### config.mk
export PLATFORM = sky130hd
export DESIGN_NAME = template_directive_tokenizer_flat
export DESIGN_NICKNAME = d
export VERILOG_FILES = /design/src/hw/rtl/tdt_pkg.sv /design/src/hw/rtl/tdt_if.sv /design/src/hw/rtl/tdt_front.sv /design/src/hw/rtl/tdt_queue.sv /design/src/hw/rtl/tdt_back.sv /design/src/hw/rtl/template_directive_tokenizer.sv /design/src/flat_wrapper.sv
export SDC_FILE = /design/constraint.sdc
export NUM_CORES = 1
export LEC_CHECK = 0
export BUFFER_PORTS_ARGS = -buffer_cell sky130_fd_sc_hd__buf_2
export CORE_ASPECT_RATIO = 0.9
export CORE_MARGIN = 5
export CORE_UTILIZATION = 31
export CTS_BUF_LIST = sky130_fd_sc_hd__clkbuf_2 sky130_fd_sc_hd__clkbuf_4 sky130_fd_sc_hd__clkbuf_8
export CTS_CLUSTER_DIAMETER = 50
export DETAILED_ROUTE_END_ITERATION = 6
export PLACE_DENSITY = 0.54
export RECOVER_POWER = 100
export SLEW_MARGIN = 20
export SYNTH_ARGS = -nofsm -noshare
export SYNTH_HDL_FRONTEND = slang
export SYNTH_SLANG_ARGS = --single-unit
### constraint.sdc
create_clock -name clk -period 16.8 [get_ports clk]
set_input_delay 3.36 -clock clk [delete_from_list [all_inputs] [get_ports clk]]
set_output_delay 3.36 -clock clk [all_outputs]
set_load 0.01 [all_outputs]
### src/hw/rtl/tdt_pkg.sv
`default_nettype none

package tdt_pkg;

  // Request opcodes
  localparam logic OP_BYTE = 1'b0;
  localparam logic OP_END  = 1'b1;

  // Result item kinds
  localparam logic [2:0] KIND_BYTE  = 3'd0;
  localparam logic [2:0] KIND_BEGIN = 3'd1;
  localparam logic [2:0] KIND_END   = 3'd2;
  localparam logic [2:0] KIND_DONE  = 3'd3;
  localparam logic [2:0] KIND_ERROR = 3'd4;

  // Segment types
  localparam logic [1:0] SEG_TEXT = 2'd0;
  localparam logic [1:0] SEG_CODE = 2'd1;
  localparam logic [1:0] SEG_EXPR = 2'd2;
  localparam logic [1:0] SEG_ESC  = 2'd3;

  // Characters of interest
  localparam logic [7:0] CH_TAB   = 8'h09;
  localparam logic [7:0] CH_LF    = 8'h0A;
  localparam logic [7:0] CH_CR    = 8'h0D;
  localparam logic [7:0] CH_SPACE = 8'h20;
  localparam logic [7:0] CH_DQ    = 8'h22;
  localparam logic [7:0] CH_ZERO  = 8'h30;
  localparam logic [7:0] CH_LT    = 8'h3C;
  localparam logic [7:0] CH_EQ    = 8'h3D;
  localparam logic [7:0] CH_GT    = 8'h3E;
  localparam logic [7:0] CH_QM    = 8'h3F;
  localparam logic [7:0] CH_BS    = 8'h5C;
  localparam logic [7:0] CH_C     = 8'h63;
  localparam logic [7:0] CH_H     = 8'h68;
  localparam logic [7:0] CH_N     = 8'h6E;
  localparam logic [7:0] CH_R     = 8'h72;
  localparam logic [7:0] CH_T     = 8'h74;
  localparam logic [7:0] CH_DEL   = 8'h7F;

  // Opener / closer matcher states
  typedef enum logic [2:0] {
    MS_TEXT = 3'd0,  // text, nothing held
    MS_LT   = 3'd1,  // holding "<"
    MS_LTQ  = 3'd2,  // holding "<?"
    MS_LTQH = 3'd3,  // holding "<?h"
    MS_OPEN = 3'd4,  // after "<?c", deciding on "="
    MS_DIR  = 3'd5,  // inside a directive
    MS_DIRQ = 3'd6   // inside a directive, holding "?"
  } tdt_match_t;

  // Work units of one request, emitted in index order
  localparam int NUM_UNITS = 12;
  localparam logic [3:0] U_BEG_TEXT = 4'd0;
  localparam logic [3:0] U_HELD_LT  = 4'd1;
  localparam logic [3:0] U_HELD_QM  = 4'd2;
  localparam logic [3:0] U_HELD_H   = 4'd3;
  localparam logic [3:0] U_TEXT_B   = 4'd4;
  localparam logic [3:0] U_END_TEXT = 4'd5;
  localparam logic [3:0] U_BEG_SEG  = 4'd6;
  localparam logic [3:0] U_CODE_QM  = 4'd7;
  localparam logic [3:0] U_CODE_B   = 4'd8;
  localparam logic [3:0] U_END_SEG  = 4'd9;
  localparam logic [3:0] U_DONE     = 4'd10;
  localparam logic [3:0] U_ERROR    = 4'd11;

  // Queue between front and back
  localparam int QUEUE_DEPTH = 4;
  localparam int QPTR_W      = $clog2(QUEUE_DEPTH);
  localparam int QCNT_W      = $clog2(QUEUE_DEPTH + 1);

  // Classified request handed from front to back
  typedef struct packed {
    logic [NUM_UNITS-1:0] units;
    logic [7:0]           data;
    logic [1:0]           seg;
    logic [31:0]          line;
    logic [31:0]          err_line;
  } tdt_rec_t;

  // One result item
  typedef struct packed {
    logic [2:0]  kind;
    logic [1:0]  seg;
    logic [7:0]  data;
    logic [31:0] line;
    logic        last;
  } tdt_item_t;

  // Index of the last character of a text byte's escape (0, 1 or 3)
  function automatic logic [1:0] esc_last(input logic [7:0] b);
    logic [1:0] n;
    n = 2'd0;
    if (b == CH_DQ || b == CH_BS || b == CH_LF || b == CH_CR || b == CH_TAB) begin
      n = 2'd1;
    end else if (b < CH_SPACE || b == CH_DEL) begin
      n = 2'd3;
    end
    return n;
  endfunction

  // Character idx of a text byte's escaped form
  function automatic logic [7:0] esc_char(input logic [7:0] b, input logic [1:0] idx);
    logic [7:0] c;
    logic [1:0] n;
    n = esc_last(b);
    c = b;
    unique case (idx)
      2'd0: c = (n == 2'd0) ? b : CH_BS;
      2'd1: begin
        priority if (b == CH_LF) c = CH_N;
        else if (b == CH_CR)     c = CH_R;
        else if (b == CH_TAB)    c = CH_T;
        else if (n == 2'd1)      c = b;
        else                     c = CH_ZERO + {6'd0, b[7:6]};
      end
      2'd2: c = CH_ZERO + {5'd0, b[5:3]};
      default: c = CH_ZERO + {5'd0, b[2:0]};
    endcase
    return c;
  endfunction

endpackage

`default_nettype wire

### src/hw/rtl/tdt_if.sv
`default_nettype none

// Template byte request channel
interface tdt_in_if;
  logic       valid;
  logic       ready;
  logic       op;
  logic [7:0] in_byte;

  modport source (output valid, output op, output in_byte, input ready);
  modport sink   (input valid, input op, input in_byte, output ready);
endinterface

// Result item channel
interface tdt_out_if;
  logic        valid;
  logic        ready;
  logic [2:0]  item_kind;
  logic [1:0]  segment_type;
  logic [7:0]  out_byte;
  logic [31:0] line_number;
  logic        last;

  modport source (output valid, output item_kind, output segment_type, output out_byte,
                  output line_number, output last, input ready);
  modport sink   (input valid, input item_kind, input segment_type, input out_byte,
                  input line_number, input last, output ready);
endinterface

`default_nettype wire

### src/hw/rtl/tdt_front.sv
`default_nettype none

module tdt_front
  import tdt_pkg::*;
#(
  parameter int LINE_COUNT_WIDTH
) (
  input  wire logic   clk,
  input  wire logic   rst_n,
  tdt_in_if.sink      in_if,
  input  wire logic   q_full,
  output logic        push,
  output tdt_rec_t    push_rec
);

  localparam logic [LINE_COUNT_WIDTH-1:0] LINE_TOP = '1;
  localparam logic [LINE_COUNT_WIDTH-1:0] LINE_ONE = LINE_COUNT_WIDTH'(1);

  tdt_match_t                  ms_r, ms_nxt;
  logic                        text_open_r, text_open_nxt;
  logic [1:0]                  cur_seg_r, cur_seg_nxt;
  logic [LINE_COUNT_WIDTH-1:0] line_r, line_nxt;
  logic [LINE_COUNT_WIDTH-1:0] opener_r, opener_nxt;

  logic                        accept;
  logic [7:0]                  b;
  logic [1:0]                  held_n;
  logic [LINE_COUNT_WIDTH-1:0] line_upd;
  logic [63:0]                 line_wide;
  logic [63:0]                 opener_wide;
  tdt_rec_t                    rec;

  assign in_if.ready = !q_full;
  assign accept      = in_if.valid && in_if.ready;
  assign b           = in_if.in_byte;

  // Classify the request into work units and next matcher state
  always_comb begin
    ms_nxt        = ms_r;
    text_open_nxt = text_open_r;
    cur_seg_nxt   = cur_seg_r;
    opener_nxt    = opener_r;
    held_n        = 2'd0;
    rec           = '0;
    rec.data      = b;
    rec.seg       = cur_seg_r;

    line_upd = line_r;
    if (in_if.op == OP_BYTE && b == CH_LF && line_r != LINE_TOP) begin
      line_upd = line_r + LINE_ONE;
    end
    line_nxt = line_upd;

    if (in_if.op == OP_END) begin
      if (ms_r <= MS_LTQH) begin
        held_n                 = ms_r[1:0];
        rec.units[U_END_TEXT]  = text_open_r;
        rec.units[U_DONE]      = 1'b1;
      end else begin
        rec.units[U_CODE_QM]   = (ms_r == MS_DIRQ);
        rec.units[U_ERROR]     = 1'b1;
      end
      ms_nxt        = MS_TEXT;
      text_open_nxt = 1'b0;
      cur_seg_nxt   = SEG_TEXT;
      line_nxt      = LINE_ONE;
      opener_nxt    = LINE_ONE;
    end else begin
      // open a text segment if none is open
      if (ms_r <= MS_LTQH && !text_open_r) begin
        rec.units[U_BEG_TEXT] = 1'b1;
        text_open_nxt         = 1'b1;
        cur_seg_nxt           = SEG_TEXT;
      end
      unique case (ms_r)
        MS_TEXT: begin
          if (b == CH_LT) ms_nxt = MS_LT;
          else rec.units[U_TEXT_B] = 1'b1;
        end
        MS_LT: begin
          if (b == CH_QM) begin
            ms_nxt = MS_LTQ;
          end else if (b == CH_LT) begin
            rec.units[U_TEXT_B] = 1'b1;
          end else begin
            held_n              = 2'd1;
            ms_nxt              = MS_TEXT;
            rec.units[U_TEXT_B] = 1'b1;
          end
        end
        MS_LTQ: begin
          if (b == CH_C) begin
            rec.units[U_END_TEXT] = 1'b1;
            text_open_nxt         = 1'b0;
            opener_nxt            = line_upd;
            ms_nxt                = MS_OPEN;
          end else if (b == CH_H) begin
            ms_nxt = MS_LTQH;
          end else if (b == CH_LT) begin
            held_n = 2'd2;
            ms_nxt = MS_LT;
          end else begin
            held_n              = 2'd2;
            ms_nxt              = MS_TEXT;
            rec.units[U_TEXT_B] = 1'b1;
          end
        end
        MS_LTQH: begin
          if (b == CH_EQ) begin
            rec.units[U_END_TEXT] = 1'b1;
            rec.units[U_BEG_SEG]  = 1'b1;
            rec.seg               = SEG_ESC;
            text_open_nxt         = 1'b0;
            opener_nxt            = line_upd;
            cur_seg_nxt           = SEG_ESC;
            ms_nxt                = MS_DIR;
          end else if (b == CH_LT) begin
            held_n = 2'd3;
            ms_nxt = MS_LT;
          end else begin
            held_n              = 2'd3;
            ms_nxt              = MS_TEXT;
            rec.units[U_TEXT_B] = 1'b1;
          end
        end
        MS_OPEN: begin
          rec.units[U_BEG_SEG] = 1'b1;
          if (b == CH_EQ) begin
            rec.seg     = SEG_EXPR;
            cur_seg_nxt = SEG_EXPR;
            ms_nxt      = MS_DIR;
          end else begin
            rec.seg     = SEG_CODE;
            cur_seg_nxt = SEG_CODE;
            if (b == CH_QM) begin
              ms_nxt = MS_DIRQ;
            end else begin
              ms_nxt              = MS_DIR;
              rec.units[U_CODE_B] = 1'b1;
            end
          end
        end
        MS_DIR: begin
          if (b == CH_QM) ms_nxt = MS_DIRQ;
          else rec.units[U_CODE_B] = 1'b1;
        end
        MS_DIRQ: begin
          if (b == CH_GT) begin
            rec.units[U_END_SEG] = 1'b1;
            ms_nxt               = MS_TEXT;
            text_open_nxt        = 1'b0;
            cur_seg_nxt          = SEG_TEXT;
          end else if (b == CH_QM) begin
            rec.units[U_CODE_QM] = 1'b1;
          end else begin
            rec.units[U_CODE_QM] = 1'b1;
            rec.units[U_CODE_B]  = 1'b1;
            ms_nxt               = MS_DIR;
          end
        end
        default: ms_nxt = MS_TEXT;
      endcase
    end

    // held opener prefix comes out as text
    rec.units[U_HELD_LT] = (held_n >= 2'd1);
    rec.units[U_HELD_QM] = (held_n >= 2'd2);
    rec.units[U_HELD_H]  = (held_n == 2'd3);

    // line numbers saturate to 32 bits on the way out
    line_wide    = 64'(line_upd);
    opener_wide  = 64'(opener_r);
    rec.line     = (line_wide > 64'h0000_0000_FFFF_FFFF) ? 32'hFFFF_FFFF : line_wide[31:0];
    rec.err_line = (opener_wide > 64'h0000_0000_FFFF_FFFF) ? 32'hFFFF_FFFF
                                                           : opener_wide[31:0];
  end

  assign push     = accept && (rec.units != '0);
  assign push_rec = rec;

  // Matcher state
  always_ff @(posedge clk) begin
    if (!rst_n) begin
      ms_r        <= MS_TEXT;
      text_open_r <= 1'b0;
      cur_seg_r   <= SEG_TEXT;
      line_r      <= LINE_ONE;
      opener_r    <= LINE_ONE;
    end else if (accept) begin
      ms_r        <= ms_nxt;
      text_open_r <= text_open_nxt;
      cur_seg_r   <= cur_seg_nxt;
      line_r      <= line_nxt;
      opener_r    <= opener_nxt;
    end
  end

endmodule

`default_nettype wire

### src/hw/rtl/tdt_queue.sv
`default_nettype none

module tdt_queue
  import tdt_pkg::*;
(
  input  wire logic     clk,
  input  wire logic     rst_n,
  input  wire logic     push,
  input  wire tdt_rec_t push_rec,
  output logic          full,
  input  wire logic     pop,
  output logic          empty,
  output tdt_rec_t      head_rec
);

  tdt_rec_t              entry_r [QUEUE_DEPTH];
  logic [QPTR_W-1:0]     wr_ptr_r, rd_ptr_r;
  logic [QCNT_W-1:0]     count_r, count_nxt;

  assign full      = (count_r == QCNT_W'(QUEUE_DEPTH));
  assign empty     = (count_r == '0);
  assign head_rec  = entry_r[rd_ptr_r];
  assign count_nxt = count_r + QCNT_W'(push) - QCNT_W'(pop);

  // Pointers and fill count
  always_ff @(posedge clk) begin
    if (!rst_n) begin
      wr_ptr_r <= '0;
      rd_ptr_r <= '0;
      count_r  <= '0;
    end else begin
      if (push) wr_ptr_r <= wr_ptr_r + QPTR_W'(1);
      if (pop)  rd_ptr_r <= rd_ptr_r + QPTR_W'(1);
      count_r <= count_nxt;
    end
  end

  // Entry storage
  always_ff @(posedge clk) begin
    if (push) entry_r[wr_ptr_r] <= push_rec;
  end

endmodule

`default_nettype wire

### src/hw/rtl/tdt_back.sv
`default_nettype none

module tdt_back
  import tdt_pkg::*;
(
  input  wire logic     clk,
  input  wire logic     rst_n,
  input  wire logic     q_empty,
  input  wire tdt_rec_t head_rec,
  output logic          q_pop,
  tdt_out_if.source     out_if
);

  logic        wv_r, wv_nxt;
  tdt_rec_t    rec_r, rec_nxt;
  logic [1:0]  sub_r, sub_nxt;
  logic        out_valid_r, out_valid_nxt;
  tdt_item_t   out_item_r;

  logic [3:0]           unit_idx;
  logic [NUM_UNITS-1:0] units_left;
  logic                 unit_done;
  logic                 emit;
  logic                 finish;
  tdt_item_t            item;

  // Pick the lowest pending unit
  always_comb begin
    unit_idx = 4'd0;
    for (int i = NUM_UNITS - 1; i >= 0; i--) begin
      if (rec_r.units[i]) unit_idx = 4'(i);
    end
  end

  // Build the result item for that unit
  always_comb begin
    item      = '0;
    item.line = rec_r.line;
    unique case (unit_idx)
      U_BEG_TEXT: item.kind = KIND_BEGIN;
      U_HELD_LT:  item.data = CH_LT;
      U_HELD_QM:  item.data = CH_QM;
      U_HELD_H:   item.data = CH_H;
      U_TEXT_B:   item.data = esc_char(rec_r.data, sub_r);
      U_END_TEXT: item.kind = KIND_END;
      U_BEG_SEG: begin
        item.kind = KIND_BEGIN;
        item.seg  = rec_r.seg;
      end
      U_CODE_QM: begin
        item.seg  = rec_r.seg;
        item.data = CH_QM;
      end
      U_CODE_B: begin
        item.seg  = rec_r.seg;
        item.data = rec_r.data;
      end
      U_END_SEG: begin
        item.kind = KIND_END;
        item.seg  = rec_r.seg;
      end
      U_DONE: item.kind = KIND_DONE;
      U_ERROR: begin
        item.kind = KIND_ERROR;
        item.line = rec_r.err_line;
      end
      default: item.kind = KIND_BYTE;
    endcase

    unit_done  = (unit_idx != U_TEXT_B) || (sub_r == esc_last(rec_r.data));
    units_left = rec_r.units;
    if (unit_done) units_left[unit_idx] = 1'b0;
    item.last  = unit_done && (units_left == '0);
  end

  assign emit   = wv_r && (!out_valid_r || out_if.ready);
  assign finish = emit && item.last;
  assign q_pop  = !q_empty && (!wv_r || finish);

  // Work register next state
  always_comb begin
    rec_nxt = rec_r;
    sub_nxt = sub_r;
    wv_nxt  = wv_r;
    if (emit) begin
      rec_nxt.units = units_left;
      sub_nxt       = unit_done ? 2'd0 : sub_r + 2'd1;
      if (item.last) wv_nxt = 1'b0;
    end
    if (q_pop) begin
      rec_nxt = head_rec;
      sub_nxt = 2'd0;
      wv_nxt  = 1'b1;
    end
    out_valid_nxt = emit ? 1'b1 : (out_if.ready ? 1'b0 : out_valid_r);
  end

  always_ff @(posedge clk) begin
    if (!rst_n) begin
      wv_r        <= 1'b0;
      sub_r       <= 2'd0;
      out_valid_r <= 1'b0;
    end else begin
      wv_r        <= wv_nxt;
      sub_r       <= sub_nxt;
      out_valid_r <= out_valid_nxt;
    end
  end

  // Payload registers
  always_ff @(posedge clk) begin
    rec_r <= rec_nxt;
    if (emit) out_item_r <= item;
  end

  assign out_if.valid        = out_valid_r;
  assign out_if.item_kind    = out_item_r.kind;
  assign out_if.segment_type = out_item_r.seg;
  assign out_if.out_byte     = out_item_r.data;
  assign out_if.line_number  = out_item_r.line;
  assign out_if.last         = out_item_r.last;

endmodule

`default_nettype wire

### src/hw/rtl/template_directive_tokenizer.sv
// Template directive tokenizer.
// in_if takes one request per cycle: a template byte (op 0) or end of
// template (op 1). out_if gives result items: byte, segment begin, segment
// end, finished or unterminated error, each with its segment type and line,
// and last set on the final item of each request. A request may give no
// item at all (held opener prefix) or up to seven.
// Each request passes the queue, the expander's work register and the output
// register before its first item is on out_if. Throughput: one result item
// per cycle from the expander while out_if takes them; one-item requests
// stream at one per cycle. A four-entry queue between the classifier and the
// expander absorbs escape bursts; in_if.ready drops only when it is full.
// Reset: synchronous, active low; returns to text mode, line counter 1,
// queue empty, no result pending.
// Receiver stall: the output register holds its item until taken, the
// expander waits, the queue fills and then in_if.ready falls.
`default_nettype none

module template_directive_tokenizer
  import tdt_pkg::*;
#(
  parameter int LINE_COUNT_WIDTH = 32
) (
  input  wire logic   clk,
  input  wire logic   rst_n,
  tdt_in_if.sink      in_if,
  tdt_out_if.source   out_if
);

  logic     push, q_full, q_pop, q_empty;
  tdt_rec_t push_rec, head_rec;

  // Classifier: matcher state and line counting
  tdt_front #(
    .LINE_COUNT_WIDTH (LINE_COUNT_WIDTH)
  ) u_front (
    .clk      (clk),
    .rst_n    (rst_n),
    .in_if    (in_if),
    .q_full   (q_full),
    .push     (push),
    .push_rec (push_rec)
  );

  // Request queue
  tdt_queue u_queue (
    .clk      (clk),
    .rst_n    (rst_n),
    .push     (push),
    .push_rec (push_rec),
    .full     (q_full),
    .pop      (q_pop),
    .empty    (q_empty),
    .head_rec (head_rec)
  );

  // Expander and output register
  tdt_back u_back (
    .clk      (clk),
    .rst_n    (rst_n),
    .q_empty  (q_empty),
    .head_rec (head_rec),
    .q_pop    (q_pop),
    .out_if   (out_if)
  );

endmodule

`default_nettype wire

### src/flat_wrapper.sv
// flat-port wrapper written by rule: the top's interface ports become plain ports
module template_directive_tokenizer_flat import tdt_pkg::*;
#(
  parameter int LINE_COUNT_WIDTH = 32
)
  (clk, rst_n, in_if_valid, in_if_op, in_if_in_byte, in_if_ready, out_if_valid, out_if_item_kind, out_if_segment_type, out_if_out_byte, out_if_line_number, out_if_last, out_if_ready);
  tdt_in_if in_if_i ();
  tdt_out_if out_if_i ();
  input  wire logic clk;
  input  wire logic rst_n;
  input wire logic [$bits(in_if_i.valid)-1:0] in_if_valid;
  input wire logic [$bits(in_if_i.op)-1:0] in_if_op;
  input wire logic [$bits(in_if_i.in_byte)-1:0] in_if_in_byte;
  output wire logic [$bits(in_if_i.ready)-1:0] in_if_ready;
  output wire logic [$bits(out_if_i.valid)-1:0] out_if_valid;
  output wire logic [$bits(out_if_i.item_kind)-1:0] out_if_item_kind;
  output wire logic [$bits(out_if_i.segment_type)-1:0] out_if_segment_type;
  output wire logic [$bits(out_if_i.out_byte)-1:0] out_if_out_byte;
  output wire logic [$bits(out_if_i.line_number)-1:0] out_if_line_number;
  output wire logic [$bits(out_if_i.last)-1:0] out_if_last;
  input wire logic [$bits(out_if_i.ready)-1:0] out_if_ready;
  assign in_if_i.valid = in_if_valid;
  assign in_if_i.op = in_if_op;
  assign in_if_i.in_byte = in_if_in_byte;
  assign in_if_ready = in_if_i.ready;
  assign out_if_valid = out_if_i.valid;
  assign out_if_item_kind = out_if_i.item_kind;
  assign out_if_segment_type = out_if_i.segment_type;
  assign out_if_out_byte = out_if_i.out_byte;
  assign out_if_line_number = out_if_i.line_number;
  assign out_if_last = out_if_i.last;
  assign out_if_i.ready = out_if_ready;
  template_directive_tokenizer #(.LINE_COUNT_WIDTH(LINE_COUNT_WIDTH)) u_core (.clk(clk), .rst_n(rst_n), .in_if(in_if_i), .out_if(out_if_i));
endmodule
# [After elaboration in Yosys (flattened, before gate mapping)]
# Memories as Yosys holds them, arrays and structs flattened. A register that Yosys moved wholly into a read port is not among the register bits.
# Cells that the tools add are included.
[classes] div=0 bitwise_logic=4 n_addsub=9 n_eq_ne=44 magnitude_cmp=6 shift=0 mul=0 mux=110 reduce_logical=42
[op_table] operator="$mux W32" n=6
[op_table] operator="$mux W86" n=1
[op_table] operator="$pmux W32 S2" n=1
[op_table] operator="$mux W2" n=24
[op_table] operator="$mux W4" n=12
[op_table] operator="$eq A8 B6 Y1 const B" n=5
[op_table] operator="$mux W8" n=5
[op_table] operator="$pmux W8 S5" n=1
[op_table] operator="$mux W1" n=36
[op_table] operator="$add A32 B1 Y32 const B" n=1
[op_table] operator="$eq A8 B4 Y1 const B" n=4
[op_table] operator="$eq A8 B7 Y1 const B" n=4
[op_table] operator="$ne A32 B32 Y1 const B" n=1
[op_table] operator="$mux W3" n=10
[op_table] operator="$mux W12" n=2
[op_table] operator="$pmux W8 S3" n=1
[op_table] operator="$pmux W3 S7" n=1
[op_table] operator="$eq A4 B3 Y1 const B" n=4
[op_table] operator="$eq A4 B4 Y1 const B" n=4
[op_table] operator="$add A6 B3 Y7 const A" n=2
[op_table] operator="$and A12 B12 Y12" n=1
[op_table] operator="$eq A3 B3 Y1 const B" n=4
[op_table] operator="$logic_not A12 Y1" n=1
[op_table] operator="$ne A3 B3 Y1 const B" n=4
[op_table] operator="other kinds (42)" n=80
[word_totals] reg_bits=213 mem_bits_rw=344 inputBits=13 rom_bits=0 elab_cells=237 n_memories=1 latch_bits=0 out_inout_bits=48
[mem_list] name="u_core.u_queue.entry_r" depth=4 word_bits=86 read_ports=1 rd_clocked_by_memory_dff=1 write_ports=1 line="tdt_queue.sv:16" source="tdt_rec_t entry_r [QUEUE_DEPTH];"

# [Longest topological paths before layout]
[depth] depth_word=26 depth_mapped=17 mapped_depth_nobuf=15

# [Hierarchy]
# From an unflattened synthesis, not the netlist that was laid out.
[unflattened] cells_unflattened=1425 hier_area_um2=23035.8
[modules_own_cells] module="tdt_queue" cells_each=493 instances=1 area_per_inst_um2=12886.1
[modules_own_cells] module="tdt_back" cells_each=366 instances=1 area_per_inst_um2=5630.4
[modules_own_cells] module="tdt_front" cells_each=566 instances=1 area_per_inst_um2=4519.3

# [Least setup slack after synthesis]
# OpenSTA, ideal clock, no wires.
[synth_path] kind="input to register" from="input port in_if_in_byte[2]" to="memory u_core.u_queue.entry_r[0][0] in the netlist's numbering (enable)" t_arrival_ns=8.787 setup_ns=0.533 slack_ns=7.481 cell_stages=8 cell_sequence="or4b_1 or2_1 or3_1 a21oi_4 nor4_1 a31o_1 buf_6 nor2_1"
[synth_between] elab_chain_cells=10 elab_cells_between_ends=41 classes_between="order compare (2); eq/ne (7); mux (30); reduce/logical (2)"
[synth_lines] element="from (decl)" line="flat_wrapper.sv:13" source="input wire logic [$bits(in_if_i.in_byte)-1:0] in_if_in_byte;"
[synth_lines] element="$eq A8 B6 Y1 / $eq A8 B7 Y1 (equally long branches)"
[synth_lines] element="$mux W1 / $mux W2 (equally long branches)"
[synth_lines] element="$mux W1 (tied with other cells)" line="tdt_front.sv:81" source="if (b == CH_QM) begin"
[synth_lines] element="$pmux W2 S3 / $mux W1 (equally long branches)" line="tdt_front.sv:75, tdt_front.sv:92"
[synth_lines] element="$mux W2 / $pmux W1 S4 (equally long branches)" line="tdt_front.sv:54, tdt_front.sv:75"
[synth_lines] element="$ge A2 B1 Y1 (tied with other cells)" line="tdt_front.sv:166" source="rec.units[U_HELD_LT] = (held_n >= 2'd1);"
[synth_lines] element="$reduce_bool A12 Y1 (*)" line="tdt_front.sv:178" source="assign push = accept && (rec.units != '0);"
[synth_lines] element="$logic_and A1 B1 Y1 (*)" line="tdt_front.sv:178"
[synth_lines] element="$mux W1 (*)" line="tdt_queue.sv:40" source="if (push) entry_r[wr_ptr_r] <= push_rec;"
[synth_lines] element="$mux W1 (not written as such) (*)" line="tdt_queue.sv:40"
[synth_lines] element="to (decl)" line="tdt_queue.sv:16"
# Every way passes the cells marked *; elsewhere a longest branch is shown, timed or not.

# [Worst setup path in the final report]
[layout_path] from="input port in_if_op" to="memory u_core.u_queue.entry_r[1][27] in the netlist's numbering (enable)"
[layout_between] elab_chain_cells=6 elab_cells_between_ends=15 classes_between="order compare (2); eq/ne (1); mux (10); reduce/logical (2)"
[layout_lines] element="from (decl)" line="flat_wrapper.sv:12" source="input wire logic [$bits(in_if_i.op)-1:0] in_if_op;"
[layout_lines] element="$mux W2" line="tdt_front.sv:54" source="if (in_if.op == OP_END) begin"
[layout_lines] element="$ge A2 B1 Y1 (tied with other cells)" line="tdt_front.sv:166"
[layout_lines] element="$reduce_bool A12 Y1 (*)" line="tdt_front.sv:178"
[layout_lines] element="$logic_and A1 B1 Y1 (*)" line="tdt_front.sv:178"
[layout_lines] element="$mux W1 (*)" line="tdt_queue.sv:40"
[layout_lines] element="$mux W1 (not written as such) (*)" line="tdt_queue.sv:40"
# Marks and branches as above.

==> metrics.yaml <==
min_path:
  min_from: "u_core.u_front.cur_seg_r[0]"
  worstHoldPathType: "reg2reg"
  min_to: "u_core.u_front.cur_seg_r[0]"
  min_path_cells: 2
final_layout:
  drive_gt1_frac: 0.1653
  fill_cells: 6858
  post-route-util: 0.3554
  multiInputGateArea_um2: 6170
  fin_area_um2: 25880
  area_growth_pct: 14.34
  nNetsFinal: 1601
  layout.cells.non_filler: 2619
  seqCellArea_um2: 15960
drt:
  via_per_inst: 4.998
  drtPass1Iterations: 5
  wl_met1_um: 23120
  ant_nets: 0
  drtIter0Drc: 887
  routedWlPerCell_um: 19.41
  wl_met2_um: 24030
  wl_met3_um: 2698
  remaining_drc_errors: 0
  routed_wl_um: 50830
  top_layer: "met4"
  num_vias: 13090
synth:
  synthTopCellsByArea: "edfxtp_1 (63%), mux4_2 (8.6%), dfxtp_1 (7.3%)"
  async_flop_share: 0
  synth_nets: 1501
  avgSynthCellArea_um2: 15.33
  synth_ff_type: "edfxtp_1"
  synthDistinctLibCells: 81
  synthMuxAreaShare: 0.08741
  netlist_area_um2: 22630
  synth_top_family_by_area: "simple AND/OR/NAND/NOR gates"
  synth_compound_area_frac: 0.07442
  synthCells: 1476
  synth_fa_ha_area_frac: 0.007409
  yosys.area.top_type_share: 0.6316
  ys_ff_latch: 559
  synth_top_area_cell: "edfxtp_1"
  synthXorXnorAreaFrac: 0.01277
  ys_seq_area_frac: 0.7050
  yosysWarnings: 0
  synth_edf_count: 476
  synth-simple-area-share: 0.09112
timing:
  slew_headroom: -2.382
  final_hold_viol_count: 0
  rsz0062_at_grt: "no"
  tns_ps: 0
  skew_ps: 33.95
  max_freq_ghz: 0.09052
  maxSlewViolCount: 803
  finalCritPeriodShare: 0.6576
  worst_pin_slew_ps: 5074
  min_period_ps: 11050
  setup_viol: 0
  setup_ws_ps: 5752
  fin_worst_hold_slack_ps: 481.1
place:
  portBuffers: 60
  dp.final_hpwl_um: 29610
  gp_congestion: 0.8329
  placed_cells: 2437
  placed_area_um2: 24000
  place_worst_setup_slack_ps: 8987
clocking:
  post_cts_buffers: 0
  holdBufCountCts: 0
  cts-resized-gates: 0
  clk_latency_ps: 690
  clock-root-buffer: "clkbuf_8"
  cts_tree: "done"
  htree_levels: 3
  cts.path.max_buffers: 3
  cts_sinks: 559
  clk_pin_slew_ps: 60
  cts_buffers: 97
die:
  rows: 94
  die_area_um2: 78510
  io_pins: 61
  fp.dieW_um: 294.8
  start_util: 0.3108
  coreArea_um2: 72800
  fp.dieH_um: 266.3
global_route:
  grt_overflow: 0
  track_usage: 0.1292
  antenna_found_initial: 1
  grt_pass1_vias: 13500
  grt_max_degree: 75
  grt_pass1_wl_um: 79810
outcome:
  violations: "capacitance limit, slew limit"
  status: "finished, violations left"
setup_path:
  r2r_slack_ps: 8410
  arrival_ps: 11240
  reg2regPathDepth: 8
  r2r-start: "u_core.u_front.ms_r[0]"
  worstPathRequired_ps: 16990
  timing.rr.end: "u_core.u_queue.entry_r[1][27]"
  crit_type: "in2reg"
  cp-end-kind: "flip-flop"
  crit_fanout: 60
  startpoint_type: "primary input"
run:
  drv_cap: 19
power:
  vdd_drop_max_mv: 0.08756
  powerDensity_nw_per_um2: 160.1
  power_mw: 4.143
  leakage_nw: 8.533
[worst max-delay path by stage]
stage / endpoint / cells after the start / slack [ps] / startpoint
finish: u_core.u_queue.entry_r[1][27] / 7 / 5750 / in_if_op
global route: u_core.u_queue.entry_r[1][63] / 9 / 5020 / in_if_in_byte[1]
CTS: u_core.u_queue.entry_r[1][17] / 9 / 9730 / in_if_in_byte[7]
detailed placement: u_core.u_queue.entry_r[1][27] / 9 / 8990 / in_if_in_byte[7]
global placement: u_core.u_queue.entry_r[1][27] / 9 / 8960 / in_if_in_byte[1]
floorplan: u_core.u_queue.entry_r[0][0] / 8 / 7480 / in_if_in_byte[2]
[cell usage in the layout, fill, tap and decap left out, types with 6 or more instances in the layout]
master and count:
nor4_1 11, clkbuf_4 30, and2_1 7, nor2_1 63, xnor2_1 11, and2_0 6, o31ai_1 6, clkinv_2 13
clkbuf_8 103, xor2_1 22, nand3_1 50, clkbuf_1 71, mux4_2 86, a31oi_1 7, buf_4 6, nor2b_1 6
nand3b_1 6, dfxtp_1 83, a32o_1 10, o21a_1 7, or3_1 16, nand2_1 153, a211oi_1 7, a21oi_1 45
ha_1 11, a22oi_1 10, and3_1 13, a22o_1 23, nand2b_1 6, o2bb2ai_1 10, nand4_1 21, nor3_1 33
o21ai_0 54, edfxtp_1 476, clkinv_1 19, inv_1 39, a32oi_1 6
[sequential cells by signal, indices dropped and copies added (netlist names), named ones only]
| name | cells |
|---|---|
| u_core.u_queue.wr_ptr_r | 2 |
| u_core.u_back.wv_r | 1 |
| u_core.u_front.cur_seg_r | 2 |
| u_core.u_front.ms_r | 3 |
| u_core.u_back.out_if.last | 1 |
| u_core.u_back.out_if.item_kind | 3 |
| u_core.u_front.text_open_r | 1 |
| u_core.u_back.sub_r | 2 |
| u_core.u_back.out_if.segment_type | 2 |
| u_core.u_back.out_if.out_byte | 8 |
| u_core.u_front.opener_r | 32 |
| u_core.u_queue.count_r | 3 |
| u_core.u_back.rec_r | 86 |
| u_core.u_back.out_if.valid | 1 |
| u_core.u_back.out_if.line_number | 32 |
| u_core.u_queue.rd_ptr_r | 2 |
| u_core.u_front.line_r | 32 |
| u_core.u_queue.entry_r | 344 |
[cells by family after synthesis]
group,after synthesis
DFF,559
buffers and inverters,121
muxes,90
AOI/OAI and AO/OA,240
adders and majority gates,13
and+or+nand+nor,420
xor gates and xnor gates,33
[worst max-delay path: stages]
cell      delay [ps]
clkbuf_1        1250
inv_1            630
a311oi_1         450
nor2_1           120
a31o_1           340
nor2_1          1950
clkbuf_1        3050
[area by class of cell]
| type | count | area share |
|---|---|---|
| sequential | 559 | 0.6166 |
| antenna | 1 | 0.00009671 |
| inverter | 43 | 0.006238 |
| tap | 960 | 0.04642 |
| multi-input combinational | 796 | 0.2384 |
| clock inverter | 48 | 0.01630 |
| timing repair buffer | 79 | 0.01243 |
| clock buffer | 133 | 0.06349 |
[where the power goes]
part	switching, mW	leakage [nW]	internal [mW]
Sequential	0.148	5.16	1.85
Combinational	0.503	2.30	0.350
Clock	0.566	1.08	0.723
Total	1.22	8.53	2.93
[per-layer routing]
layer  vias up  global-route usage
met3        75             0.02967
met1      6635              0.1762
met4         0             0.04029
met2       367              0.2069
met5         -                   0
li1       6014                   -
[cell usage after synthesis, drive strengths merged, types with 7 or more instances]
master   instances
ha              11
a21oi           45
a31oi            7
a211oi           7
mux4            86
nand4           21
xnor2           11
edfxtp         476
xor2            22
buf             23
inv             41
o2bb2ai         10
nor4            11
a22oi           10
or3             16
and3            13
and2            13
a32o            10
dfxtp           83
o21a             7
o21ai           55
clkbuf          55
nand3           51
nor2            67
a22o            23
nor3            34
nand2          153
Note: power is estimated with default switching activity, not from simulation.
